<file path="src/sv/dtfp_pkg.sv">
// Shared types and constants for the decimal text to fixed point parser.
package dtfp_pkg;

    localparam logic [7:0] CH_MINUS = 8'h2D;
    localparam logic [7:0] CH_PLUS  = 8'h2B;
    localparam logic [7:0] CH_POINT = 8'h2E;
    localparam logic [7:0] CH_ZERO  = 8'h30;
    localparam logic [7:0] CH_NINE  = 8'h39;

    localparam logic [1:0] ST_OK  = 2'd0;
    localparam logic [1:0] ST_NAN = 2'd1;
    localparam logic [1:0] ST_OVF = 2'd2;

    // fraction digit position, saturates once the weight has reached zero
    localparam int         WIDX_W   = 4;
    localparam logic [3:0] WIDX_MAX = 4'd9;

    typedef struct packed {
        logic [7:0] char_code;
        logic       last_char;
    } t_char_req;

    typedef struct packed {
        logic [63:0] value;
        logic [1:0]  status;
    } t_result;

    // floor(2^32 / 10^(idx+1)); zero from the tenth digit on
    function automatic logic [31:0] frac_weight(input logic [WIDX_W-1:0] idx);
        logic [31:0] w;
        case (idx)
            4'd0:    w = 32'd429496729;
            4'd1:    w = 32'd42949672;
            4'd2:    w = 32'd4294967;
            4'd3:    w = 32'd429496;
            4'd4:    w = 32'd42949;
            4'd5:    w = 32'd4294;
            4'd6:    w = 32'd429;
            4'd7:    w = 32'd42;
            4'd8:    w = 32'd4;
            default: w = 32'd0;
        endcase
        return w;
    endfunction

endpackage

</file>
<file path="src/sv/dtfp_in_stage.sv">
// Input register for character requests.
module dtfp_in_stage (
    input  logic                 i_clk,
    input  logic                 i_rst_n,
    input  logic                 i_valid,
    output logic                 o_ready,
    input  dtfp_pkg::t_char_req  i_req,
    input  logic                 i_take,
    output logic                 o_valid,
    output dtfp_pkg::t_char_req  o_req
);

    logic                r_valid;
    dtfp_pkg::t_char_req r_req;

    assign o_ready = !r_valid || i_take;
    assign o_valid = r_valid;
    assign o_req   = r_req;

    always_ff @(posedge i_clk) begin
        if (!i_rst_n) begin
            r_valid <= 1'b0;
        end else if (o_ready) begin
            r_valid <= i_valid;
        end
    end

    always_ff @(posedge i_clk) begin
        if (o_ready && i_valid) begin
            r_req <= i_req;
        end
    end

endmodule

</file>
<file path="src/sv/dtfp_parser.sv">
// Parse state registers and per-character step logic.
module dtfp_parser #(
    parameter int FRAC_BITS = 32,
    parameter int INT_BITS  = 31
) (
    input  logic                i_clk,
    input  logic                i_rst_n,
    input  logic                i_valid,
    input  dtfp_pkg::t_char_req i_req,
    input  logic                i_out_free,
    output logic                o_take,
    output logic                o_res_valid,
    output dtfp_pkg::t_result   o_res
);

    localparam logic [2:0] PH_START  = 3'd0;
    localparam logic [2:0] PH_SIGNED = 3'd1;
    localparam logic [2:0] PH_INT    = 3'd2;
    localparam logic [2:0] PH_FRAC   = 3'd3;
    localparam logic [2:0] PH_BAD    = 3'd4;

    localparam logic [63:0] SAT_MAG = (64'd1 << (INT_BITS + FRAC_BITS)) - 64'd1;

    logic [2:0]                  r_phase, n_phase;
    logic                        r_neg, n_neg;
    logic [INT_BITS-1:0]         r_int, n_int;
    logic [31:0]                 r_frac, n_frac;
    logic [dtfp_pkg::WIDX_W-1:0] r_widx, n_widx;
    logic                        r_ovf, n_ovf;

    logic                is_digit;
    logic [3:0]          dig;
    logic [INT_BITS+3:0] int_next;
    logic                int_over;
    logic [63:0]         mag;
    logic [1:0]          status;

    assign is_digit = (i_req.char_code >= dtfp_pkg::CH_ZERO)
                   && (i_req.char_code <= dtfp_pkg::CH_NINE);
    assign dig      = is_digit ? 4'(i_req.char_code - dtfp_pkg::CH_ZERO) : 4'd0;
    // sum*10 + digit; anything above the INT_BITS field exceeds the bound
    assign int_next = ({4'd0, r_int} << 3) + ({4'd0, r_int} << 1)
                    + (INT_BITS+4)'(dig);
    assign int_over = |int_next[INT_BITS+3:INT_BITS];

    assign o_take = i_valid && (!i_req.last_char || i_out_free);

    always_comb begin
        n_phase = r_phase;
        n_neg   = r_neg;
        n_int   = r_int;
        n_frac  = r_frac;
        n_widx  = r_widx;
        n_ovf   = r_ovf;
        unique case (r_phase)
            PH_START: begin
                if (i_req.char_code == dtfp_pkg::CH_MINUS
                        || i_req.char_code == dtfp_pkg::CH_PLUS) begin
                    n_neg   = (i_req.char_code == dtfp_pkg::CH_MINUS);
                    n_phase = PH_SIGNED;
                end else if (is_digit) begin
                    n_int   = int_over ? '1 : int_next[INT_BITS-1:0];
                    n_ovf   = r_ovf || int_over;
                    n_phase = PH_INT;
                end else begin
                    n_phase = PH_BAD;
                end
            end
            PH_SIGNED: begin
                if (is_digit) begin
                    n_int   = int_over ? '1 : int_next[INT_BITS-1:0];
                    n_ovf   = r_ovf || int_over;
                    n_phase = PH_INT;
                end else begin
                    n_phase = PH_BAD;
                end
            end
            PH_INT: begin
                if (is_digit) begin
                    n_int = int_over ? '1 : int_next[INT_BITS-1:0];
                    n_ovf = r_ovf || int_over;
                end else if (i_req.char_code == dtfp_pkg::CH_POINT) begin
                    n_phase = PH_FRAC;
                end else begin
                    n_phase = PH_BAD;
                end
            end
            PH_FRAC: begin
                if (is_digit) begin
                    n_frac = r_frac + 32'(dig * dtfp_pkg::frac_weight(r_widx));
                    n_widx = (r_widx == dtfp_pkg::WIDX_MAX) ? r_widx : r_widx + 4'd1;
                end else begin
                    n_phase = PH_BAD;
                end
            end
            default: begin
                n_phase = PH_BAD;
            end
        endcase
    end

    always_comb begin
        if (n_phase != PH_INT && n_phase != PH_FRAC) begin
            status = dtfp_pkg::ST_NAN;
            mag    = 64'd0;
        end else if (n_ovf) begin
            status = dtfp_pkg::ST_OVF;
            mag    = SAT_MAG;
        end else begin
            status = dtfp_pkg::ST_OK;
            mag    = (64'(n_int) << FRAC_BITS) | 64'(n_frac >> (32 - FRAC_BITS));
        end
        o_res.status = status;
        o_res.value  = (n_neg && status != dtfp_pkg::ST_NAN) ? (~mag + 64'd1) : mag;
    end

    assign o_res_valid = o_take && i_req.last_char;

    always_ff @(posedge i_clk) begin
        if (!i_rst_n || (o_take && i_req.last_char)) begin
            r_phase <= PH_START;
            r_neg   <= 1'b0;
            r_int   <= '0;
            r_frac  <= 32'd0;
            r_widx  <= '0;
            r_ovf   <= 1'b0;
        end else if (o_take) begin
            r_phase <= n_phase;
            r_neg   <= n_neg;
            r_int   <= n_int;
            r_frac  <= n_frac;
            r_widx  <= n_widx;
            r_ovf   <= n_ovf;
        end
    end

endmodule

</file>
<file path="src/sv/dtfp_out_stage.sv">
// Result register on the output channel.
module dtfp_out_stage (
    input  logic              i_clk,
    input  logic              i_rst_n,
    input  logic              i_load,
    input  dtfp_pkg::t_result i_res,
    output logic              o_free,
    output logic              o_valid,
    input  logic              i_ready,
    output dtfp_pkg::t_result o_res
);

    logic              r_valid;
    dtfp_pkg::t_result r_res;

    assign o_free  = !r_valid || i_ready;
    assign o_valid = r_valid;
    assign o_res   = r_res;

    always_ff @(posedge i_clk) begin
        if (!i_rst_n) begin
            r_valid <= 1'b0;
        end else if (o_free) begin
            r_valid <= i_load;
        end
    end

    always_ff @(posedge i_clk) begin
        if (i_load && o_free) begin
            r_res <= i_res;
        end
    end

endmodule

</file>
<file path="src/sv/decimal_text_to_fixed_point_top.sv">
// Top level of the decimal text to signed fixed point parser.
//
//  channel | direction | handshake                     | payload
//  --------+-----------+-------------------------------+------------------------------
//  in      | to block  | i_in_valid / o_in_ready       | i_char_code[7:0], i_last_char
//  out     | from block| o_out_valid / i_out_ready     | o_value[63:0] (Q), o_status[1:0]
//
// One character request per cycle is accepted, unless a last character waits
// in the input register for the result register to free up. Each request
// goes through an input register, one pass of step logic (x10 shift-add, 4x32
// weight multiply, 32-bit add) and, on the last character, into the result register.
// Reset (i_rst_n low, synchronous) empties both registers and clears the
// parse state. A stalled result only holds back a request flagged as last;
// other characters keep flowing while the result waits.
module decimal_text_to_fixed_point_top #(
    parameter int FRAC_BITS = 32,
    parameter int INT_BITS  = 31
) (
    input  logic               i_clk,
    input  logic               i_rst_n,
    input  logic               i_in_valid,
    output logic               o_in_ready,
    input  logic [7:0]         i_char_code,
    input  logic               i_last_char,
    output logic               o_out_valid,
    input  logic               i_out_ready,
    output logic signed [63:0] o_value,
    output logic [1:0]         o_status
);

    dtfp_pkg::t_char_req in_req, reg_req;
    dtfp_pkg::t_result   step_res, out_res;
    logic                reg_valid;
    logic                take;
    logic                res_valid;
    logic                out_free;

    assign in_req.char_code = i_char_code;
    assign in_req.last_char = i_last_char;

    dtfp_in_stage u_in (
        .i_clk   (i_clk),
        .i_rst_n (i_rst_n),
        .i_valid (i_in_valid),
        .o_ready (o_in_ready),
        .i_req   (in_req),
        .i_take  (take),
        .o_valid (reg_valid),
        .o_req   (reg_req)
    );

    // parse state advances on every taken character; a final one is taken only when its result can be handed on
    dtfp_parser #(
        .FRAC_BITS (FRAC_BITS),
        .INT_BITS  (INT_BITS)
    ) u_parser (
        .i_clk       (i_clk),
        .i_rst_n     (i_rst_n),
        .i_valid     (reg_valid),
        .i_req       (reg_req),
        .i_out_free  (out_free),
        .o_take      (take),
        .o_res_valid (res_valid),
        .o_res       (step_res)
    );

    dtfp_out_stage u_out (
        .i_clk   (i_clk),
        .i_rst_n (i_rst_n),
        .i_load  (res_valid),
        .i_res   (step_res),
        .o_free  (out_free),
        .o_valid (o_out_valid),
        .i_ready (i_out_ready),
        .o_res   (out_res)
    );

    assign o_value  = out_res.value;
    assign o_status = out_res.status;

endmodule

</file>
<file path="config.mk">
export PLATFORM = sky130hd
export DESIGN_NAME = decimal_text_to_fixed_point_top
export DESIGN_NICKNAME = d
export VERILOG_FILES = /design/src/sv/dtfp_pkg.sv /design/src/sv/dtfp_in_stage.sv /design/src/sv/dtfp_parser.sv /design/src/sv/dtfp_out_stage.sv /design/src/sv/decimal_text_to_fixed_point_top.sv
export SDC_FILE = /design/constraint.sdc
export NUM_CORES = 1
export LEC_CHECK = 0
export BUFFER_PORTS_ARGS = -buffer_cell sky130_fd_sc_hd__clkbuf_2
export CORE_ASPECT_RATIO = 0.9
export CORE_MARGIN = 2
export CORE_UTILIZATION = 45
export CTS_BUF_LIST = sky130_fd_sc_hd__clkbuf_4
export DETAILED_ROUTE_END_ITERATION = 16
export GPL_TIMING_DRIVEN = 0
export PLACE_DENSITY = 0.63
export SLEW_MARGIN = 20
export SYNTH_ARGS = -nofsm -noshare
export SYNTH_HDL_FRONTEND = slang
export SYNTH_HIERARCHICAL = 1
export SYNTH_SLANG_ARGS = --single-unit
</file>
<file path="constraint.sdc">
create_clock -name i_clk -period 11.5 [get_ports i_clk]
set_input_delay 1.15 -clock i_clk [delete_from_list [all_inputs] [get_ports i_clk]]
set_output_delay 1.15 -clock i_clk [all_outputs]
set_load 0.01 [all_outputs]
</file>
==> results of run 1 <==
worst max path at each step:
stage                       start               to  slack (ns)  cells past startpoint
finish              u_in/o_req[3]  u_out/o_res[56]        1.83                     29
CTS                 u_in/o_req[2]  u_out/o_res[56]        2.01                     29
global placement    u_in/o_req[3]  u_out/o_res[60]        2.03                     29
global route        u_in/o_req[3]  u_out/o_res[52]        1.33                     29
floorplan           u_in/o_req[3]  u_out/o_res[56]        4.28                     29
detailed placement  u_in/o_req[2]  u_out/o_res[56]        2.05                     29
area by class of cell:
cell class,instances,area share
clock inverter,15,0.00905
buffer,109,0.0257
tap,476,0.0337
clock buffer,17,0.00721
multi-input combinational,1578,0.627
antenna,3,0.000424
inverter,192,0.0407
sequential,169,0.234
timing repair buffer,80,0.0226
power by group:
| group | switching, µW | internal [µW] |
|---|---|---|
| clock | 250 | 116 |
| sequential | 6.24 | 635 |
| combinational | 74.0 | 31.6 |
| total | 331 | 783 |
layer usage:
layer  vias to the layer above  GRT usage
li1                       7409          -
met1                      7414      0.448
met2                       713      0.407
met3                        68     0.0646
met4                         0     0.0630
met5                         -          0
worst max-delay path: cells and delay by family (launching register included):
kind | cells | cell delay [ns]
compound gates | 10 | 2.90
xor+xnor | 1 | 0.16
flops | 1 | 0.52
buf+inv | 5 | 1.28
fa+ha+maj | 3 | 1.30
simple gates | 10 | 3.23
placed cells by master (no fill, tap or decap), drive strengths merged, types with 10 or more instances in the layout:
cell    synthesis  routed
nand2b         18      18
o31ai          19      19
buf            25      25
o21a           20      20
nor2b          11      11
and2           87      87
a21o           26      26
edfxtp         75      75
or3            22      22
nand4          22      22
o21ai         119     119
mux2i          16      16
nand2         202     202
a31oi          57      57
clkbuf         84     181
nand3          43      43
nor4           20      20
fa             77      77
a211oi         25      25
dfxtp          94      94
a21oi         168     168
xnor2          44      44
and3           17      17
a21boi         10      10
nor2          197     197
ha            117     117
inv           192     199
xor2           32      32
o211ai         17      17
nor3           53      53
cells by family (layout without fill, tap and decap cells):
group / count (synthesis) / in the layout / synth area share
flops: 169 / 169 / 0.252
simple gates: 737 / 737 / 0.222
fa+ha+maj: 194 / 194 / 0.183
mux: 18 / 18 / 0.0111
xor+xnor: 76 / 76 / 0.0406
other cells: 0 / 3 / 0
buf+inv: 301 / 413 / 0.0717
compound gates: 553 / 553 / 0.219
per-stage QoR:
stage | setup WS [ns] | utilization | instances | hold WS [ns]
after floorplan | 4.28 | - | 2048 | 0.436
after global placement | 2.03 | 0.483 | 2604 | 0.443
after detailed placement | 2.05 | 0.483 | 2604 | 0.450
after CTS | 2.01 | 0.491 | 2636 | 0.472
after global routing | 1.33 | 0.491 | 2639 | 0.488
final | 1.83 | 0.491 | 2639 | 0.474
==> out/metrics.csv, run 1 <==
stage;metric;value;unit
floorplan;Die Area;38000;µm²
job;total of max-cap violations;0;
critical_path;Setup CP Type;reg2reg;
finish;Seq. cell area;4130;µm²
placed_design;gpl congestion;0.978;
pwr;Leak Pwr;0.00761;µW
timing;FMAX;103;MHz
floorplan;Horiz. Die Dim;205;µm
global_routing;Congestion Overflow GR;0;
clock_tree;Worst-path clk slew;0.19;ns
global_routing;GR Util All Layers;0.290;
drt;wire per inst;20.7;µm
timing;RSZ-0062 raised after global routing;false;
hold_path;Hold EP;u_parser/r_frac[9];
clock_tree;post-cts sizing count;0;
pwr;Pwr Density;62.9;nW/µm²
drt;WL met2;21600;µm
logic_synthesis;sequential area share after synthesis;0.252;
floorplan;initial core utilization;0.455;
finish;layout net count;2354;
finish;Final Instance Area;17700;µm²
hold_path;Hold Crit Class;reg2reg;
timing;Final setup viols;0;
placed_design;area post-placement;17400;µm²
critical_path;Worst Setup End Kind;flop;
logic_synthesis;post-synth top area share;0.137;
drt;Vias;15600;
critical_path;critical path's slowest cell;a21oi_1;
drt;First-pass DRT Iterations;6;
global_routing;largest net degree at the start of global routing;67;
critical_path;r2r setup slk;1.83;ns
critical_path;Worst setup SP type;flop;
critical_path;Critical Path RT;11.87;ns
placed_design;# port buffers;80;
logic_synthesis;Syn Area/Cell;8.01;µm²
pwr;Tot Pwr;1110;µW
drt;met3 wire length;5270;µm
clock_tree;clk root buf;clkbuf_4;
logic_synthesis;Post-synth EDFFs;75;
timing;Clock Skews;0.0659;ns
floorplan;core area;36000;µm²
logic_synthesis;yosys warns;6;
timing;period utilization;0.841;
floorplan;die height;185;µm
drt;DR top layer;met4;
clock_tree;CTS tree;built;
logic_synthesis;Cell variety after synth;92;
drt;Post-Route WL;54500;µm
hold_path;hold wc startpoint;u_parser/r_frac[9];
logic_synthesis;Async SR Flop Fraction;0;
logic_synthesis;Cells after Synth;2048;
logic_synthesis;top-count cell post-synth;nand2_1;
clock_tree;CTS Buffer Depth;2;
drt;drt first-iter violations;1767;
floorplan;Top-Level Pins;81;
clock_tree;H-tree levels;4;
critical_path;Slowest Stage Delay on Critical Path;0.71;ns
timing;Slew Limit Headroom;0.368;
finish;layout cells sized above 1;0.0833;
global_routing;initial antenna violation count;2;
pwr;Worst IR Drop VDD;0.0866;mV
clock_tree;post-CTS setup repair buffer count;0;
timing;Worst-Margin Slew;0.940;ns
critical_path;worst r2r path cells;29;
drt;Final ANT Viol Nets;0;
timing;final hold viol count;0;
logic_synthesis;leading area contributor after synthesis;edfxtp_1;
clock_tree;Num CTS Buffers;17;
finish;Layout fillers;3611;
drt;DRC viols;0;
hold_path;WHS Path Cells;2;
critical_path;Arr. time, crit path;10.04;ns
clock_tree;worst-skew pair later-pin latency;0.68;ns
outcome;outcome;finished clean;
critical_path;R2R Path Start;u_in/o_req[3];
finish;Syn-to-layout area delta;7.90;%
global_routing;first-pass GRT wire length;84100;µm
finish;area of the multi-input gates;11100;µm²
critical_path;R2R Path End;u_out/o_res[56];
logic_synthesis;#FFs+latches synth;169;
logic_synthesis;Syn Nets;2255;
timing;final max-slew violation count;0;
timing;Sum Neg Setup Slack;0;ns
placed_design;HPWL Detailed;44800;µm
clock_tree;hold_buf cts;0;
logic_synthesis;Mapped Area;16400;µm²
drt;wire length on met1;26700;µm
floorplan;FP Rows;66;
critical_path;worst-path fanout max;10;
logic_synthesis;synth cell count leaders;nand2_1 (202), nor2_1 (197), inv_1 (192);
logic_synthesis;Post-synth top flop;dfxtp_1;
clock_tree;CTS Sinks;169;
logic_synthesis;Synth area leaders;edfxtp_1 (14%), dfxtp_1 (11%), fa_1 (9.4%);
timing;Tmin final;9.67;ns
global_routing;vias in the first global route;14300;
drt;vias per cell;5.91;
Power figures use the tool's default switching activity.
==> inputs of run 2 (changes only) <==
==> constraint.sdc (replaced) <==
create_clock -name i_clk -period 9.4 [get_ports i_clk]
set_input_delay 0.94 -clock i_clk [delete_from_list [all_inputs] [get_ports i_clk]]
set_output_delay 0.94 -clock i_clk [all_outputs]
set_load 0.01 [all_outputs]
==> run 2 against run 1 <==
  * Hold slack got worse by 0.0064 ns
  * Register-to-register slack got worse by 1.3 ns
  * Power rose by 22%
  * Final area is 0.12% higher
  * Non-clock buffer count is the same
  * Clock power grew 22%
  * Highest routed layer unchanged
  * Flip-flop and latch count unchanged
  * Die area unchanged
  * Core utilization rose by 0.059 points
  * Sequential share of layout area is essentially flat
  * Setup slack worse by 1.3 ns
==> out/metrics.csv, run 2 (synthesis gave the netlist of run 1 again) <==
stage;metric;value;unit;change
outcome;outcome;finished clean;;
global_routing;first-pass GRT wire length;84100;µm;unchanged
timing;Tmin final;8.86;ns;-0.814 ns
finish;commonest non-fill, non-tap cell in the layout;nand2_1;;
critical_path;Worst setup SP type;flop;;
global_routing;vias in the first global route;14300;;+0.049%
critical_path;worst r2r path cells;29;;unchanged
clock_tree;worst-skew pair later-pin latency;0.69;ns;about the same
finish;layout net count;2354;;unchanged
critical_path;critical path's slowest cell;edfxtp_1;;
timing;Clock Skews;0.0614;ns;-0.00447 ns
critical_path;Setup CP Type;reg2reg;;
hold_path;WHS Path Cells;1;;-1
drt;First-pass DRT Iterations;6;;unchanged
critical_path;Critical Path RT;9.78;ns;-2.09 ns
drt;drt first-iter violations;1611;;-8.8%
timing;period utilization;0.942;;+0.101
floorplan;Horiz. Die Dim;205;µm;unchanged
floorplan;core area;36000;µm²;unchanged
floorplan;initial core utilization;0.455;;unchanged
clock_tree;Worst-path clk slew;0.14;ns;-0.05 ns
clock_tree;CTS Buffer Depth;2;;unchanged
critical_path;Worst Setup End Kind;flop;;
placed_design;# port buffers;80;;unchanged
clock_tree;CTS tree;built;;
finish;fin util;0.492;;+0.000591
finish;Final Instance Area;17700;µm²;+0.12%
clock_tree;Num CTS Buffers;17;;unchanged
finish;layout cells sized above 1;0.0856;;+0.00231
finish;most frequent cells in the layout;nand2_1 (202), nor2_1 (197), inv_1 (192);;
drt;DRC viols;0;;unchanged
drt;Vias;15700;;+0.38%
clock_tree;clk root buf;clkbuf_4;;
timing;RSZ-0062 raised after global routing;false;;
hold_path;Hold Crit Class;in2reg;;
placed_design;area post-placement;17400;µm²;unchanged
clock_tree;CTS Sinks;169;;unchanged
timing;Final WS setup;0.543;ns;-1.29 ns
drt;wire per inst;20.6;µm;about the same
drt;Post-Route WL;54400;µm;about the same
finish;Syn-to-layout area delta;8.03;%;
critical_path;Arr. time, crit path;9.24;ns;-0.80 ns
timing;FMAX;113;MHz;+9.2%
critical_path;Slowest Stage Delay on Critical Path;0.52;ns;-0.19 ns
drt;Final ANT Viol Nets;0;;unchanged
global_routing;Congestion Overflow GR;0;;unchanged
global_routing;largest net degree at the start of global routing;67;;unchanged
drt;vias per cell;5.94;;+0.38%
clock_tree;H-tree levels;4;;unchanged
placed_design;Post-Place Worst Slack;-0.0477;ns;-2.10 ns
critical_path;worst-path fanout max;10;;unchanged
placed_design;gpl congestion;0.978;;unchanged
timing;final hold viol count;0;;unchanged
pwr;Leak Pwr;0.00762;µW;+0.15%
timing;final max-slew violation count;0;;unchanged
placed_design;placed cell count;2604;;unchanged
floorplan;FP Rows;66;;unchanged
placed_design;HPWL Detailed;44800;µm;unchanged
floorplan;Top-Level Pins;81;;unchanged
pwr;Pwr Density;76.9;nW/µm²;+22%
global_routing;GR Util All Layers;0.290;;unchanged
pwr;Worst IR Drop VDD;0.106;mV;+22%
floorplan;Die Area;38000;µm²;unchanged
finish;non-filler instance count after layout;2639;;unchanged
timing;Slew Limit Headroom;0.364;;-0.00323
job;total of max-cap violations;0;;unchanged
floorplan;die height;185;µm;unchanged
timing;Worst-Margin Slew;0.948;ns;+0.00716 ns
timing;Final setup viols;0;;unchanged
global_routing;initial antenna violation count;2;;unchanged
timing;WHS;0.468;ns;-0.00644 ns
-- run 2: worst max-delay path: cells and delay by family, from the launching register on --
family / cells / cell delay [ns]
fa+ha+maj: 3 / 1.28
flops: 1 / 0.52
buf+inv: 5 / 0.99
compound gates: 10 / 2.62
simple gates: 10 / 2.99
xor+xnor: 1 / 0.16
-- run 2: worst paths after layout --
| path | startpoint | to | slack [ns] |
|---|---|---|---|
| worst min register to register | u_parser/r_frac[9] | u_parser/r_frac[9] | 0.47 |
| worst max register to register | u_in/o_req[3] | u_out/o_res[56] | 0.54 |
| worst min-delay path | i_char_code[3] | u_in/o_req[4] | 0.47 |
| worst max-delay path | u_in/o_req[3] | u_out/o_res[56] | 0.54 |
-- run 2: per-layer routing --
layer | wire length (µm) | global-route usage
met1 | 26600 | 0.448
met5 | 0 | 0
met4 | 953 | 0.0630
met2 | 21600 | 0.407
met3 | 5300 | 0.0646
-- run 2: cell type report --
type	count	area, µm²
diodes	3	7.51
plain buffers	109	459
clock buffers	17	128
clock inverters	15	160
fillers	3612	18300
inverters	192	721
multi-input cells	1578	11100
flip-flops and latches	169	4130
well taps	476	596
repair buffers	80	400
-- run 2: repair_timing --
item                                    in CTS  in global routing
buffers inserted                             0                  0
endpoints found under the setup margin       4                 17
hold buffers                                 0                  0
endpoints found under the hold margin        0                  0
gates cloned                                 0                  0
resized for setup                            1                  8
-- run 2: where the power goes --
group          internal (µW)  switching [µW]
Combinational           38.7            90.4
Clock                    142             306
Sequential               777            7.65
-- run 2: stage by stage --
step	total power [µW]	TNS (ns)
after CTS	1370	0
final	1360	0
after detailed placement	926	-0.112
after floorplan	880	0
after global routing	1410	0
after global placement	925	-0.190
